File: src/rtl/fltw_pkg.sv
// Shared types, constants and codes for the four-level page-table walker.
`default_nettype none

package fltw_pkg;

    localparam int DEF_LEVELS    = 4;
    localparam int DEF_PHYS_BITS = 52;

    localparam int VA_W      = 48;
    localparam int ENTRY_W   = 64;
    localparam int PA_W      = 52;
    localparam int PEND_W    = 53;
    localparam int RADDR_W   = 64;
    localparam int PLVL_W    = 2;
    localparam int IDX_W     = 9;
    localparam int PAGE_SH   = 12;
    localparam int CFG_W     = 64;

    localparam int PRESENT_BIT = 0;
    localparam int LARGE_BIT   = 7;

    localparam int S_TDATA_W = 112;  // virt_addr + entry_word
    localparam int S_TUSER_W = 2;    // op, read_failed
    localparam int M_TDATA_W = 176;  // 171 bits of fields, padded to bytes
    localparam int M_TUSER_W = 2;    // kind

    localparam int QUEUE_DEPTH = 2;

    // configuration register indexes
    localparam logic CFG_DIRECT_MAP_BASE = 1'b0;
    localparam logic CFG_ROOT_TABLE      = 1'b1;

    typedef enum logic [0:0] {
        OP_TRANSLATE = 1'b0,
        OP_ENTRY     = 1'b1
    } op_e;

    typedef enum logic [1:0] {
        KIND_READ  = 2'd0,
        KIND_DONE  = 2'd1,
        KIND_FAULT = 2'd2,
        KIND_PROTO = 2'd3
    } kind_e;

    // one classified request handed from front to back
    typedef struct packed {
        kind_e             kind;
        logic [PLVL_W-1:0] page_level;
        logic [PA_W-1:0]   addr;   // table entry address (read) or phys (done)
        logic [PA_W-1:0]   span;   // offset mask of the page (done)
    } walk_cmd_t;

endpackage

`default_nettype wire

File: src/rtl/four_level_page_table_walker.sv
// An accepted request is written into the queue and then popped into the result register.
// Throughput: one request per cycle while the queue has room; the back stage's 64-bit base add is the widest path.
// A stalled result register fills the two-entry queue; a full queue holds s_tready low.
// Reset (synchronous, aresetn low): walk idle at the top level, queue empty,
// no result pending, both configuration registers zero.
`default_nettype none

module four_level_page_table_walker #(
    parameter int LEVELS    = fltw_pkg::DEF_LEVELS,
    parameter int PHYS_BITS = fltw_pkg::DEF_PHYS_BITS
) (
    input  wire logic                           aclk,
    input  wire logic                           aresetn,
    // configuration
    input  wire logic                           cfg_we,
    input  wire logic                           cfg_index,
    input  wire logic [fltw_pkg::CFG_W-1:0]     cfg_wdata,
    // request stream
    input  wire logic                           s_tvalid,
    output logic                                s_tready,
    input  wire logic [fltw_pkg::S_TDATA_W-1:0] s_tdata,  // virt_addr, entry_word
    input  wire logic [fltw_pkg::S_TUSER_W-1:0] s_tuser,  // op, read_failed
    // result stream
    output logic                                m_tvalid,
    input  wire logic                           m_tready,
    // read_addr, phys_addr, page_limit, page_level, zero pad
    output logic [fltw_pkg::M_TDATA_W-1:0]      m_tdata,
    output logic [fltw_pkg::M_TUSER_W-1:0]      m_tuser   // kind
);
    import fltw_pkg::*;

    logic [RADDR_W-1:0]  direct_map_base_reg, direct_map_base_next;
    logic [PA_W-1:0]     root_table_reg, root_table_next;

    logic                push;
    walk_cmd_t           push_cmd;
    logic                queue_full;
    logic                head_valid;
    walk_cmd_t           head_cmd;
    logic                pop;

    kind_e               out_kind;
    logic [RADDR_W-1:0]  out_read_addr;
    logic [PA_W-1:0]     out_phys_addr;
    logic [PEND_W-1:0]   out_page_limit;
    logic [PLVL_W-1:0]   out_page_level;

    always_comb begin
        direct_map_base_next = direct_map_base_reg;
        root_table_next      = root_table_reg;
        if (cfg_we) begin
            unique case (cfg_index)
                CFG_DIRECT_MAP_BASE: direct_map_base_next = cfg_wdata;
                CFG_ROOT_TABLE:      root_table_next      = cfg_wdata[PA_W-1:0];
                default: begin
                end
            endcase
        end
    end

    always_ff @(posedge aclk) begin
        if (!aresetn) begin
            direct_map_base_reg <= '0;
            root_table_reg      <= '0;
        end else begin
            direct_map_base_reg <= direct_map_base_next;
            root_table_reg      <= root_table_next;
        end
    end

    fltw_front #(
        .LEVELS    (LEVELS),
        .PHYS_BITS (PHYS_BITS)
    ) u_front (
        .aclk        (aclk),
        .aresetn     (aresetn),
        .root_table  (root_table_reg),
        .in_valid    (s_tvalid),
        .queue_full  (queue_full),
        .op          (s_tuser[0]),
        .virt_addr   (s_tdata[VA_W-1:0]),
        .entry_word  (s_tdata[VA_W+ENTRY_W-1:VA_W]),
        .read_failed (s_tuser[1]),
        .in_ready    (s_tready),
        .push        (push),
        .cmd         (push_cmd)
    );

    fltw_queue u_queue (
        .aclk       (aclk),
        .aresetn    (aresetn),
        .push       (push),
        .push_cmd   (push_cmd),
        .pop        (pop),
        .full       (queue_full),
        .head_valid (head_valid),
        .head_cmd   (head_cmd)
    );

    fltw_back u_back (
        .aclk            (aclk),
        .aresetn         (aresetn),
        .direct_map_base (direct_map_base_reg),
        .head_valid      (head_valid),
        .head_cmd        (head_cmd),
        .pop             (pop),
        .out_ready       (m_tready),
        .out_valid       (m_tvalid),
        .out_kind        (out_kind),
        .out_read_addr   (out_read_addr),
        .out_phys_addr   (out_phys_addr),
        .out_page_limit  (out_page_limit),
        .out_page_level  (out_page_level)
    );

    assign m_tdata = {5'b0, out_page_level, out_page_limit, out_phys_addr, out_read_addr};
    assign m_tuser = out_kind;

endmodule

`default_nettype wire

File: src/rtl/fltw_front.sv
// Front end: accepts requests, tracks the walk state and classifies each step.
`default_nettype none

module fltw_front #(
    parameter int LEVELS    = fltw_pkg::DEF_LEVELS,
    parameter int PHYS_BITS = fltw_pkg::DEF_PHYS_BITS
) (
    input  wire logic                         aclk,
    input  wire logic                         aresetn,
    input  wire logic [fltw_pkg::PA_W-1:0]    root_table,
    input  wire logic                         in_valid,
    input  wire logic                         queue_full,
    input  wire logic                         op,
    input  wire logic [fltw_pkg::VA_W-1:0]    virt_addr,
    input  wire logic [fltw_pkg::ENTRY_W-1:0] entry_word,
    input  wire logic                         read_failed,
    output logic                              in_ready,
    output logic                              push,
    output fltw_pkg::walk_cmd_t               cmd
);
    import fltw_pkg::*;

    localparam int LVL_W = $clog2(LEVELS);
    localparam logic [LVL_W-1:0] TOP_LEVEL = LVL_W'(LEVELS - 1);
    localparam logic [63:0] PHYS_MASK64 = (64'(1) << PHYS_BITS) - 64'd1;
    localparam logic [PA_W-1:0] PHYS_MASK  = PHYS_MASK64[PA_W-1:0];
    localparam logic [PA_W-1:0] TABLE_MASK = PHYS_MASK & ~PA_W'(12'hfff);

    logic                  walk_busy_reg, walk_busy_next;
    logic [VA_W-1:0]       pending_vaddr_reg, pending_vaddr_next;
    logic [LVL_W-1:0]      current_level_reg, current_level_next;
    logic [PA_W-1:0]       current_table_reg, current_table_next;

    logic                  accept;
    logic                  emit_read;
    logic [LVL_W-1:0]      rd_level;
    logic [VA_W-1:0]       rd_vaddr;
    logic [63:0]           rd_shifted;
    logic [IDX_W-1:0]      rd_idx;
    logic [63:0]           low_mask;
    logic [63:0]           phys64;

    function automatic logic [6:0] level_shift(input logic [LVL_W-1:0] lvl);
        return 7'(PAGE_SH + IDX_W * int'(lvl));
    endfunction

    assign in_ready = !queue_full;
    assign accept   = in_valid && in_ready;
    assign push     = accept;

    // index slice and page offset mask
    assign rd_shifted = 64'(rd_vaddr) >> level_shift(rd_level);
    assign rd_idx     = rd_shifted[IDX_W-1:0];
    assign low_mask   = (64'(1) << level_shift(current_level_reg)) - 64'd1;
    assign phys64     = (entry_word & ~low_mask) | (64'(pending_vaddr_reg) & low_mask);

    always_comb begin
        walk_busy_next     = walk_busy_reg;
        pending_vaddr_next = pending_vaddr_reg;
        current_level_next = current_level_reg;
        current_table_next = current_table_reg;
        emit_read          = 1'b0;
        rd_level           = current_level_reg;
        rd_vaddr           = pending_vaddr_reg;
        cmd.kind           = KIND_PROTO;
        cmd.page_level     = '0;
        cmd.addr           = '0;
        cmd.span           = '0;

        if (accept) begin
            if (op_e'(op) == OP_TRANSLATE) begin
                if (!walk_busy_reg) begin
                    walk_busy_next     = 1'b1;
                    pending_vaddr_next = virt_addr;
                    current_level_next = TOP_LEVEL;
                    current_table_next = root_table & TABLE_MASK;
                    emit_read          = 1'b1;
                    rd_level           = TOP_LEVEL;
                    rd_vaddr           = virt_addr;
                end
            end else if (walk_busy_reg) begin
                if (read_failed || !entry_word[PRESENT_BIT]) begin
                    cmd.kind           = KIND_FAULT;
                    cmd.page_level     = PLVL_W'(current_level_reg);
                    walk_busy_next     = 1'b0;
                    current_level_next = TOP_LEVEL;
                end else if (entry_word[LARGE_BIT] || current_level_reg == '0) begin
                    cmd.kind           = KIND_DONE;
                    cmd.page_level     = PLVL_W'(current_level_reg);
                    cmd.addr           = phys64[PA_W-1:0] & PHYS_MASK;
                    cmd.span           = low_mask[PA_W-1:0] & PHYS_MASK;
                    walk_busy_next     = 1'b0;
                    current_level_next = TOP_LEVEL;
                end else begin
                    current_table_next = entry_word[PA_W-1:0] & TABLE_MASK;
                    current_level_next = current_level_reg - LVL_W'(1);
                    emit_read          = 1'b1;
                    rd_level           = current_level_reg - LVL_W'(1);
                end
            end
        end

        if (emit_read) begin
            cmd.kind       = KIND_READ;
            cmd.page_level = PLVL_W'(rd_level);
            // table is 4 KiB aligned, so the entry offset is simply or-ed in
            cmd.addr       = current_table_next | (PA_W'(rd_idx) << 3);
        end
    end

    always_ff @(posedge aclk) begin
        if (!aresetn) begin
            walk_busy_reg     <= 1'b0;
            pending_vaddr_reg <= '0;
            current_level_reg <= TOP_LEVEL;
            current_table_reg <= '0;
        end else begin
            walk_busy_reg     <= walk_busy_next;
            pending_vaddr_reg <= pending_vaddr_next;
            current_level_reg <= current_level_next;
            current_table_reg <= current_table_next;
        end
    end

endmodule

`default_nettype wire

File: src/rtl/fltw_queue.sv
// Two-entry request queue between the front end and the back end.
`default_nettype none

module fltw_queue (
    input  wire logic                aclk,
    input  wire logic                aresetn,
    input  wire logic                push,
    input  fltw_pkg::walk_cmd_t      push_cmd,
    input  wire logic                pop,
    output logic                     full,
    output logic                     head_valid,
    output fltw_pkg::walk_cmd_t      head_cmd
);
    import fltw_pkg::*;

    localparam int PTR_W = $clog2(QUEUE_DEPTH);
    localparam int CNT_W = $clog2(QUEUE_DEPTH + 1);

    walk_cmd_t           store_reg [QUEUE_DEPTH];
    logic [PTR_W-1:0]    wr_ptr_reg, wr_ptr_next;
    logic [PTR_W-1:0]    rd_ptr_reg, rd_ptr_next;
    logic [CNT_W-1:0]    count_reg, count_next;

    function automatic logic [PTR_W-1:0] ptr_inc(input logic [PTR_W-1:0] p);
        return (p == PTR_W'(QUEUE_DEPTH - 1)) ? '0 : p + PTR_W'(1);
    endfunction

    assign full       = (count_reg == CNT_W'(QUEUE_DEPTH));
    assign head_valid = (count_reg != '0);
    assign head_cmd   = store_reg[rd_ptr_reg];

    always_comb begin
        wr_ptr_next = push ? ptr_inc(wr_ptr_reg) : wr_ptr_reg;
        rd_ptr_next = pop  ? ptr_inc(rd_ptr_reg) : rd_ptr_reg;
        count_next  = count_reg + CNT_W'(push) - CNT_W'(pop);
    end

    always_ff @(posedge aclk) begin
        if (push) begin
            store_reg[wr_ptr_reg] <= push_cmd;
        end
    end

    always_ff @(posedge aclk) begin
        if (!aresetn) begin
            wr_ptr_reg <= '0;
            rd_ptr_reg <= '0;
            count_reg  <= '0;
        end else begin
            wr_ptr_reg <= wr_ptr_next;
            rd_ptr_reg <= rd_ptr_next;
            count_reg  <= count_next;
        end
    end

endmodule

`default_nettype wire

File: src/rtl/fltw_back.sv
// Back end: forms read addresses and page bounds, holds the result register.
`default_nettype none

module fltw_back (
    input  wire logic                         aclk,
    input  wire logic                         aresetn,
    input  wire logic [fltw_pkg::RADDR_W-1:0] direct_map_base,
    input  wire logic                         head_valid,
    input  fltw_pkg::walk_cmd_t               head_cmd,
    output logic                              pop,
    input  wire logic                         out_ready,
    output logic                              out_valid,
    output fltw_pkg::kind_e                   out_kind,
    output logic [fltw_pkg::RADDR_W-1:0]      out_read_addr,
    output logic [fltw_pkg::PA_W-1:0]         out_phys_addr,
    output logic [fltw_pkg::PEND_W-1:0]       out_page_limit,
    output logic [fltw_pkg::PLVL_W-1:0]       out_page_level
);
    import fltw_pkg::*;

    logic                  m_valid_reg, m_valid_next;
    kind_e                 kind_reg, kind_next;
    logic [RADDR_W-1:0]    read_addr_reg, read_addr_next;
    logic [PA_W-1:0]       phys_addr_reg, phys_addr_next;
    logic [PEND_W-1:0]     page_limit_reg, page_limit_next;
    logic [PLVL_W-1:0]     page_level_reg, page_level_next;

    assign pop = head_valid && (!m_valid_reg || out_ready);

    always_comb begin
        m_valid_next    = m_valid_reg;
        kind_next       = kind_reg;
        read_addr_next  = read_addr_reg;
        phys_addr_next  = phys_addr_reg;
        page_limit_next = page_limit_reg;
        page_level_next = page_level_reg;
        if (pop) begin
            m_valid_next    = 1'b1;
            kind_next       = head_cmd.kind;
            page_level_next = head_cmd.page_level;
            read_addr_next  = '0;
            phys_addr_next  = '0;
            page_limit_next = '0;
            unique case (head_cmd.kind)
                KIND_READ: begin
                    read_addr_next = direct_map_base + RADDR_W'(head_cmd.addr);
                end
                KIND_DONE: begin
                    phys_addr_next  = head_cmd.addr;
                    page_limit_next = PEND_W'(head_cmd.addr | head_cmd.span) + PEND_W'(1);
                end
                KIND_FAULT: begin
                end
                KIND_PROTO: begin
                    page_level_next = '0;
                end
                default: begin
                end
            endcase
        end else if (out_ready) begin
            m_valid_next = 1'b0;
        end
    end

    always_ff @(posedge aclk) begin
        if (!aresetn) begin
            m_valid_reg <= 1'b0;
        end else begin
            m_valid_reg <= m_valid_next;
        end
    end

    always_ff @(posedge aclk) begin
        kind_reg       <= kind_next;
        read_addr_reg  <= read_addr_next;
        phys_addr_reg  <= phys_addr_next;
        page_limit_reg <= page_limit_next;
        page_level_reg <= page_level_next;
    end

    assign out_valid      = m_valid_reg;
    assign out_kind       = kind_reg;
    assign out_read_addr  = read_addr_reg;
    assign out_phys_addr  = phys_addr_reg;
    assign out_page_limit = page_limit_reg;
    assign out_page_level = page_level_reg;

endmodule

`default_nettype wire
File: config.mk
export PLATFORM = sky130hd
export DESIGN_NAME = four_level_page_table_walker
export DESIGN_NICKNAME = d
export VERILOG_FILES = /design/src/rtl/fltw_pkg.sv /design/src/rtl/four_level_page_table_walker.sv /design/src/rtl/fltw_front.sv /design/src/rtl/fltw_queue.sv /design/src/rtl/fltw_back.sv
export SDC_FILE = /design/constraint.sdc
export NUM_CORES = 1
export LEC_CHECK = 0
export ABC_AREA = 1
export BUFFER_PORTS_ARGS = -buffer_cell sky130_fd_sc_hd__clkbuf_2
export CORE_AREA = 2 2 232 234
export DETAILED_ROUTE_END_ITERATION = 8
export DIE_AREA = 0 0 234 236
export PLACE_DENSITY = 0.87
export SETUP_SLACK_MARGIN = 0.4
export SLEW_MARGIN = 20
export SYNTH_ARGS = -nofsm -noshare
export SYNTH_HDL_FRONTEND = slang
export SYNTH_SLANG_ARGS = --single-unit
File: constraint.sdc
create_clock -name aclk -period 9.9 [get_ports aclk]
set_clock_uncertainty 0.15 [all_clocks]
set_input_delay 1.485 -clock aclk [delete_from_list [all_inputs] [get_ports aclk]]
set_output_delay 1.485 -clock aclk [all_outputs]
set_load 0.005 [all_outputs]
# Word level (Yosys, flattened, before mapping)
# Memories as Yosys holds them, arrays and structs flattened. A register that Yosys moved wholly into a read port is not among the register bits.
# Index checks and enable logic that the tools add are counted.
dict set report word_totals {
  out_inout_bits 180
  reg_bits 397
  memories 1
  elab_cells 97
  ramBits 216
  inputBits 184
}
# memory depth width rd rd_clocked_by_memory_dff wr line
set mem_list {}
lappend mem_list {u_queue.store_reg 2 108 1 1 1 fltw_queue.sv:19} ;# walk_cmd_t store_reg [QUEUE_DEPTH];
dict set report op_classes {
  n_reduce_logical 15
  n_mul 2
  n_mux 41
  n_addsub 10
  n_bitwise 7
  n_shift 2
  eq_ne 4
}
# cell n
set op_table {}
lappend op_table {{108-bit two-way mux} 4}
lappend op_table {{52-bit two-way mux} 6}
lappend op_table {{48-bit two-way mux} 3}
lappend op_table {{104-bit two-way mux} 1}
lappend op_table {{52-bit bitwise OR} 2}
lappend op_table {{64-bit by 52-bit adder with 64-bit output} 1}
lappend op_table {{56-bit two-way mux} 1}
lappend op_table {{53-bit by 1-bit adder with 53-bit output (second input constant)} 1}
lappend op_table {{48-bit by 52-bit AND with 52-bit output} 1}
lappend op_table {{52-bit AND} 1}
lappend op_table {{52-bit inverter} 1}
lappend op_table {{52-bit by 12-bit bitwise OR with 52-bit output} 1}
lappend op_table {{1-bit by 7-bit << shifter with 52-bit output (first input constant)} 1}
lappend op_table {{52-bit by 1-bit subtractor with 52-bit output (second input constant)} 1}
lappend op_table {{48-bit by 7-bit >> shifter with 9-bit output} 1}
lappend op_table {{2-bit two-way mux} 10}
lappend op_table {{1-bit two-way mux} 15}
lappend op_table {{5-bit by 7-bit adder with 7-bit output (first input constant)} 2}
lappend op_table {{4-bit by 2-bit multiplier with 6-bit output (first input constant)} 2}
lappend op_table {{2-bit AND reduction} 3}
lappend op_table {{2-bit == test (second input constant)} 2}
lappend op_table {{2-bit logical NOT} 2}
lappend op_table {{4-bit two-way mux} 1}
lappend op_table {{2-bit nonzero test} 2}
lappend op_table {{10 further kinds} 16}

# Longest topological paths before layout
dict set report depth {
  word_depth 13
  ltp_mapped 24
  ltp_nobuf 21
}

# Modules after synthesis
# Synthesis repeated with hierarchy kept, for this count alone.
dict set report unflattened {
  hier_cells 3815
  hier_area_um2 30959.7
}
# module n_inst cells_per_inst seq_area_each_um2 area_each_um2
set modules_own_cells {}
lappend modules_own_cells {fltw_back 1 2043 5215.0 13558.0}
lappend modules_own_cells {fltw_queue 1 369 6586.3 8087.8}
lappend modules_own_cells {fltw_front 1 752 1081.0 4690.7}
lappend modules_own_cells {four_level_page_table_walker 1 651 2322.2 4623.2}

# Worst setup path after synthesis
# No wires, ideal clock.
dict set report synth_path {
  kind {input port to flip-flop}
  start {input port m_tready}
  end {register u_queue.count_reg[1]}
  required_time_ns 9.680
  slack_ns -0.903
  path_buffers 0
  path_stages 8
  arrival_ns 10.583
  setup_time_ns 0.070
  cell_sequence {nor2_1 nor2_1 ha_1 inv_1 ha_1 xor2_1 o21ai_0 a21oi_1}
}
dict set report synth_between {
  elab_chain_cells 3
}
# item line
set synth_rtl {}
lappend synth_rtl {{from (decl)} four_level_page_table_walker.sv:25} ;# input wire logic m_tready,
lappend synth_rtl {{1-bit logical OR} fltw_back.sv:28} ;# assign pop = head_valid && (!m_valid_reg || out_ready);
lappend synth_rtl {{1-bit logical AND} fltw_back.sv:28}
lappend synth_rtl {{via pop} four_level_page_table_walker.sv:40} ;# logic pop;
lappend synth_rtl {{2-bit by 1-bit subtractor with 2-bit output} fltw_queue.sv:35} ;# count_next = count_reg + CNT_W'(push) - CNT_W'(pop);
lappend synth_rtl {{to (signal assigned)} fltw_queue.sv:52} ;# count_reg <= count_next;
lappend synth_rtl {{to (decl)} fltw_queue.sv:22} ;# logic [CNT_W-1:0] count_reg, count_next;
# The timed path passes the listed nets, and every way through them passes these cells.
# A chain may end at the register's enable or synchronous reset.

==> load_flow_metrics.sql <==
INSERT INTO impl_metrics (metric_group, metric, value, unit) VALUES
('status', 'status', 'finished, final reports clean', ''),
('floorplan', 'die-area', '55200', 'um2'),
('final_layout', 'regArea', '13800', 'um2'),
('final_layout', 'fillers', '4631', ''),
('yosys', 'synth.lib_cells_used.distinct', '65', ''),
('clock_tree', 'hold_buf_count_cts', '0', ''),
('place', 'io_buffer_count', '343', ''),
('setup_path', 'timing.critical_path.cells', 'inv_1, ha_1, nor2_2, inv_1, ha_1, inv_1, nand2_1, o21ai_0, nand2_1, nand2_1, buf_4, ha_1, clkinv_1, nor2_1, inv_1, nor2_1, nand3_1, nand2_1, inv_1, nand2_1, nand2_1, nand2_1', ''),
('drt', 'detailed_router_iteration_count_before_antenna_repair', '6', ''),
('final_layout', 'multi_input_comb_area', '11800', 'um2'),
('clock_tree', 'cts-resized-gates', '0', ''),
('setup_path', 'crit_required', '10230', 'ps'),
('timing', 'timing.final.crit_share', '56.1', '%'),
('place', 'hpwl', '76.1', 'mm'),
('drt', 'num_vias', '25905', ''),
('timing', 'totalNegativeSetupSlack', '0', 'ps'),
('final_layout', 'largest_reg_flops', '166', ''),
('yosys', 'asyncSetResetFlopFracSynth', '0', '%'),
('timing', 'max_slew_margin', '11.4', '%'),
('min_path', 'timing.hold.worst.class', 'flip-flop to flip-flop', ''),
('setup_path', 'regToRegStartpoint', 'u_front.current_level_reg[0]$_SDFFE_PN1P_', ''),
('yosys', 'mappedNetlistArea', '27600', 'um2'),
('setup_path', 'max_stage_delay', '680', 'ps'),
('setup_path', 'end_kind', 'flip-flop', ''),
('floorplan', 'io_pins', '364', ''),
('timing', 'rsz0062_at_grt', 'false', ''),
('flow_run', 'cap_violations', '0', ''),
('clock_tree', 'total_number_of_h_tree_levels', '2', ''),
('timing', 'worst_slew_pin_slew', '1330', 'ps'),
('floorplan', 'die_h', '236', 'um'),
('grt', 'overflow', '0', ''),
('drt', 'route.top_layer_used', 'met4', ''),
('clock_tree', 'cts.repair_timing.setup_buffer_count', '0', ''),
('power', 'design_power_total', '8.41', 'mW'),
('clock_tree', 'tritoncts', 'done', ''),
('power', 'pwr_density_cell', '266', 'nW/um2'),
('power', 'static-leakage-power', '13.8', 'nW'),
('timing', 'clock.fmax', '180', 'MHz'),
('timing', 'finalSetupViolations', '0', ''),
('clock_tree', 'clkLatencyLatePin', '640', 'ps'),
('yosys', 'post_synth_inst_count', '3418', ''),
('setup_path', 'critical_path.most_common_cell', 'sky130_fd_sc_hd__nand2_1', ''),
('drt', 'detail_route.wirelength', '99.9', 'mm'),
('setup_path', 'critical_path.top_delay_family', 'simple AND/OR/NAND/NOR gates', ''),
('min_path', 'hp-start', 'u_queue.rd_ptr_reg$_SDFFE_PN0P_', ''),
('floorplan', 'die_width', '234', 'um'),
('final_layout', 'finish.net_count', '3968', ''),
('clock_tree', 'cts.sink_count', '519', ''),
('setup_path', 'slowest_stage', 'sky130_fd_sc_hd__dfxtp_1', ''),
('setup_path', 'critPathBufInv', '7', ''),
('floorplan', 'num_rows', '85', ''),
('timing', 'finalHoldViolCount', '0', ''),
('drt', 'met3_wirelength', '10.1', 'mm'),
('grt', 'grt_pass1_wl', '146', 'mm'),
('floorplan', 'core', '53100', 'um2'),
('timing', 'min_period', '5550', 'ps'),
('clock_tree', 'cts_buffers', '53', ''),
('clock_tree', 'cts-root-to-sink-buffers', '3', ''),
('clock_tree', 'clk_pin_slew_worst_paths', '60', 'ps'),
('grt', 'grt_max_degree', '177', ''),
('drt', 'drt_iter0_markers', '3291', ''),
('yosys', 'syn-mean-instance-area', '8.08', 'um2'),
('drt', 'wl_met1', '40.0', 'mm'),
('final_layout', 'syn2layout_area_growth', '14.5', '%'),
('yosys', 'yosys_most_used_dff', 'sky130_fd_sc_hd__edfxtp_1', ''),
('yosys', 'yosys_register_bits', '519', ''),
('setup_path', 'highest_fanout_seen_on_the_critical_path', '38', ''),
('setup_path', 'critPathLaunchType', 'flip-flop', ''),
('drt', 'drt_drc_violations_left', '0', ''),
('setup_path', 'worst_setup_path_startpoint', 'u_front.current_level_reg[0]$_SDFFE_PN1P_', ''),
('timing', 'drv_slew', '0', '');
[final timing paths]
| path | to | slack (ps) | cells past startpoint |
|---|---|---|---|
| hold / removal | flip-flop | 310 | 1 |
| setup / recovery | u_queue.store_reg[1][55]$_DFFE_PP_ | 4350 | 22 |
| hold reg to reg | flip-flop | 310 | 1 |
| setup reg to reg | u_queue.store_reg[1][55]$_DFFE_PP_ | 4350 | 22 |
[kinds of logic (layout without fill, tap and decap cells)]
group / count (synthesis) / in the layout / synth area share, %
multiplexers: 18 / 18 / 0.661
flip-flops: 519 / 519 / 49.9
buffers and inverters: 537 / 870 / 7.81
AO/OA/AOI/OAI: 713 / 713 / 14.4
other: 1 / 8 / 0.0136
adder cells (fa/ha/maj): 70 / 70 / 3.20
XOR/XNOR: 8 / 8 / 0.254
AND/OR/NAND/NOR: 1552 / 1552 / 23.7
[cells in the mapped netlist, drive strengths merged, types with 8 or more instances]
| library cell | n | share of area, % |
|---|---|---|
| nand2 | 683 | 9.5 |
| buf | 62 | 1.3 |
| o21a | 25 | 0.68 |
| o21bai | 8 | 0.22 |
| nand3 | 179 | 3.4 |
| nor3 | 21 | 0.46 |
| edfxtp | 339 | 37 |
| a21boi | 17 | 0.46 |
| dfxtp | 180 | 13 |
| o21ai | 337 | 6.2 |
| o2bb2ai | 14 | 0.44 |
| nor2 | 574 | 8.3 |
| o211ai | 22 | 0.60 |
| a21oi | 233 | 4.2 |
| inv | 400 | 5.4 |
| nand4 | 27 | 0.61 |
| ha | 69 | 3.1 |
| nor4 | 8 | 0.20 |
| o221ai | 18 | 0.57 |
| mux2i | 16 | 0.58 |
| a21o | 11 | 0.30 |
| clkbuf | 74 | 1.0 |
| or2 | 44 | 1.0 |
[report_power, final]
part           internal [mW]  switching, mW  total (mW)
sequential              2.97          0.169        3.14
combinational          0.886           2.33        3.22
clock                   1.16          0.888        2.05
total                   5.02           3.39        8.41
[worst register-to-register path: cells and delay by family, from the launching register on]
| kind | cells | cell delay (ps) |
|---|---|---|
| buffers and inverters | 7 | 1250 |
| AND/OR/NAND/NOR | 11 | 2060 |
| adder cells (fa/ha/maj) | 3 | 1090 |
| flip-flops | 1 | 680 |
| AO/OA/AOI/OAI | 1 | 180 |
[per-stage QoR]
| stage | cells | hold slack (ps) | util (%) | cell area [um2] | setup WS, ps |
|---|---|---|---|---|---|
| 4_1_cts | 4453 | 306 | 59.6 | 31600 | 4480 |
| 2_1_floorplan | 3424 | 275 | - | 27700 | 2370 |
| 5_1_grt | 4454 | 323 | 59.6 | 31600 | 3930 |
| 3_3_place_gp | 4355 | 289 | 56.3 | 29900 | 4420 |
| 3_5_place_dp | 4355 | 282 | 56.3 | 29900 | 4430 |
| 6_report | 4454 | 311 | 59.6 | 31600 | 4350 |
[placed cells by master, fill, tap and decap left out, types with 7 or more instances in the layout]
master | netlist | layout
sky130_fd_sc_hd__nand2_1 | 666 | 665
sky130_fd_sc_hd__nor2_1 | 548 | 543
sky130_fd_sc_hd__inv_1 | 391 | 390
sky130_fd_sc_hd__clkbuf_2 | 1 | 342
sky130_fd_sc_hd__edfxtp_1 | 339 | 339
sky130_fd_sc_hd__o21ai_0 | 308 | 307
sky130_fd_sc_hd__a21oi_1 | 232 | 232
sky130_fd_sc_hd__dfxtp_1 | 180 | 179
sky130_fd_sc_hd__nand3_1 | 174 | 173
sky130_fd_sc_hd__ha_1 | 69 | 69
sky130_fd_sc_hd__clkbuf_16 | 0 | 53
sky130_fd_sc_hd__or2_2 | 35 | 35
sky130_fd_sc_hd__o21ai_1 | 27 | 28
sky130_fd_sc_hd__buf_4 | 10 | 28
sky130_fd_sc_hd__nand4_1 | 27 | 27
sky130_fd_sc_hd__o21a_1 | 25 | 25
sky130_fd_sc_hd__o211ai_1 | 22 | 22
sky130_fd_sc_hd__nor3_1 | 18 | 18
sky130_fd_sc_hd__o221ai_1 | 18 | 18
sky130_fd_sc_hd__nand2_2 | 16 | 17
sky130_fd_sc_hd__nor2_4 | 13 | 17
sky130_fd_sc_hd__mux2i_1 | 16 | 16
sky130_fd_sc_hd__nor2_2 | 13 | 14
sky130_fd_sc_hd__o2bb2ai_1 | 14 | 14
sky130_fd_sc_hd__a21boi_0 | 14 | 14
sky130_fd_sc_hd__a21o_1 | 11 | 11
sky130_fd_sc_hd__clkinv_2 | 0 | 11
sky130_fd_sc_hd__inv_2 | 9 | 10
sky130_fd_sc_hd__o21bai_1 | 8 | 8
sky130_fd_sc_hd__clkbuf_1 | 73 | 8
sky130_fd_sc_hd__or2_1 | 7 | 7
sky130_fd_sc_hd__nor4_1 | 7 | 7
sky130_fd_sc_hd__a31oi_1 | 7 | 7
sky130_fd_sc_hd__clkinv_1 | 1 | 7
sky130_fd_sc_hd__conb_1 | 1 | 7
[final cells by class]
class | count | area share (%)
inverter | 401 | 4.76
clock inverter | 35 | 1.23
tap | 696 | 2.75
timing repair buffer | 371 | 6.14
antenna | 1 | 0.00791
multi-input combinational | 2368 | 37.2
clock buffer | 63 | 4.37
sequential | 519 | 43.6
[layer usage]
metal | vias up | GRT usage [%]
met3 | 260 | 5.81
met5 | - | 0
met1 | 12114 | 49.0
li1 | 11970 | -
met4 | 0 | 16.3
met2 | 1561 | 54.8
Power figures use the tool's default switching activity.
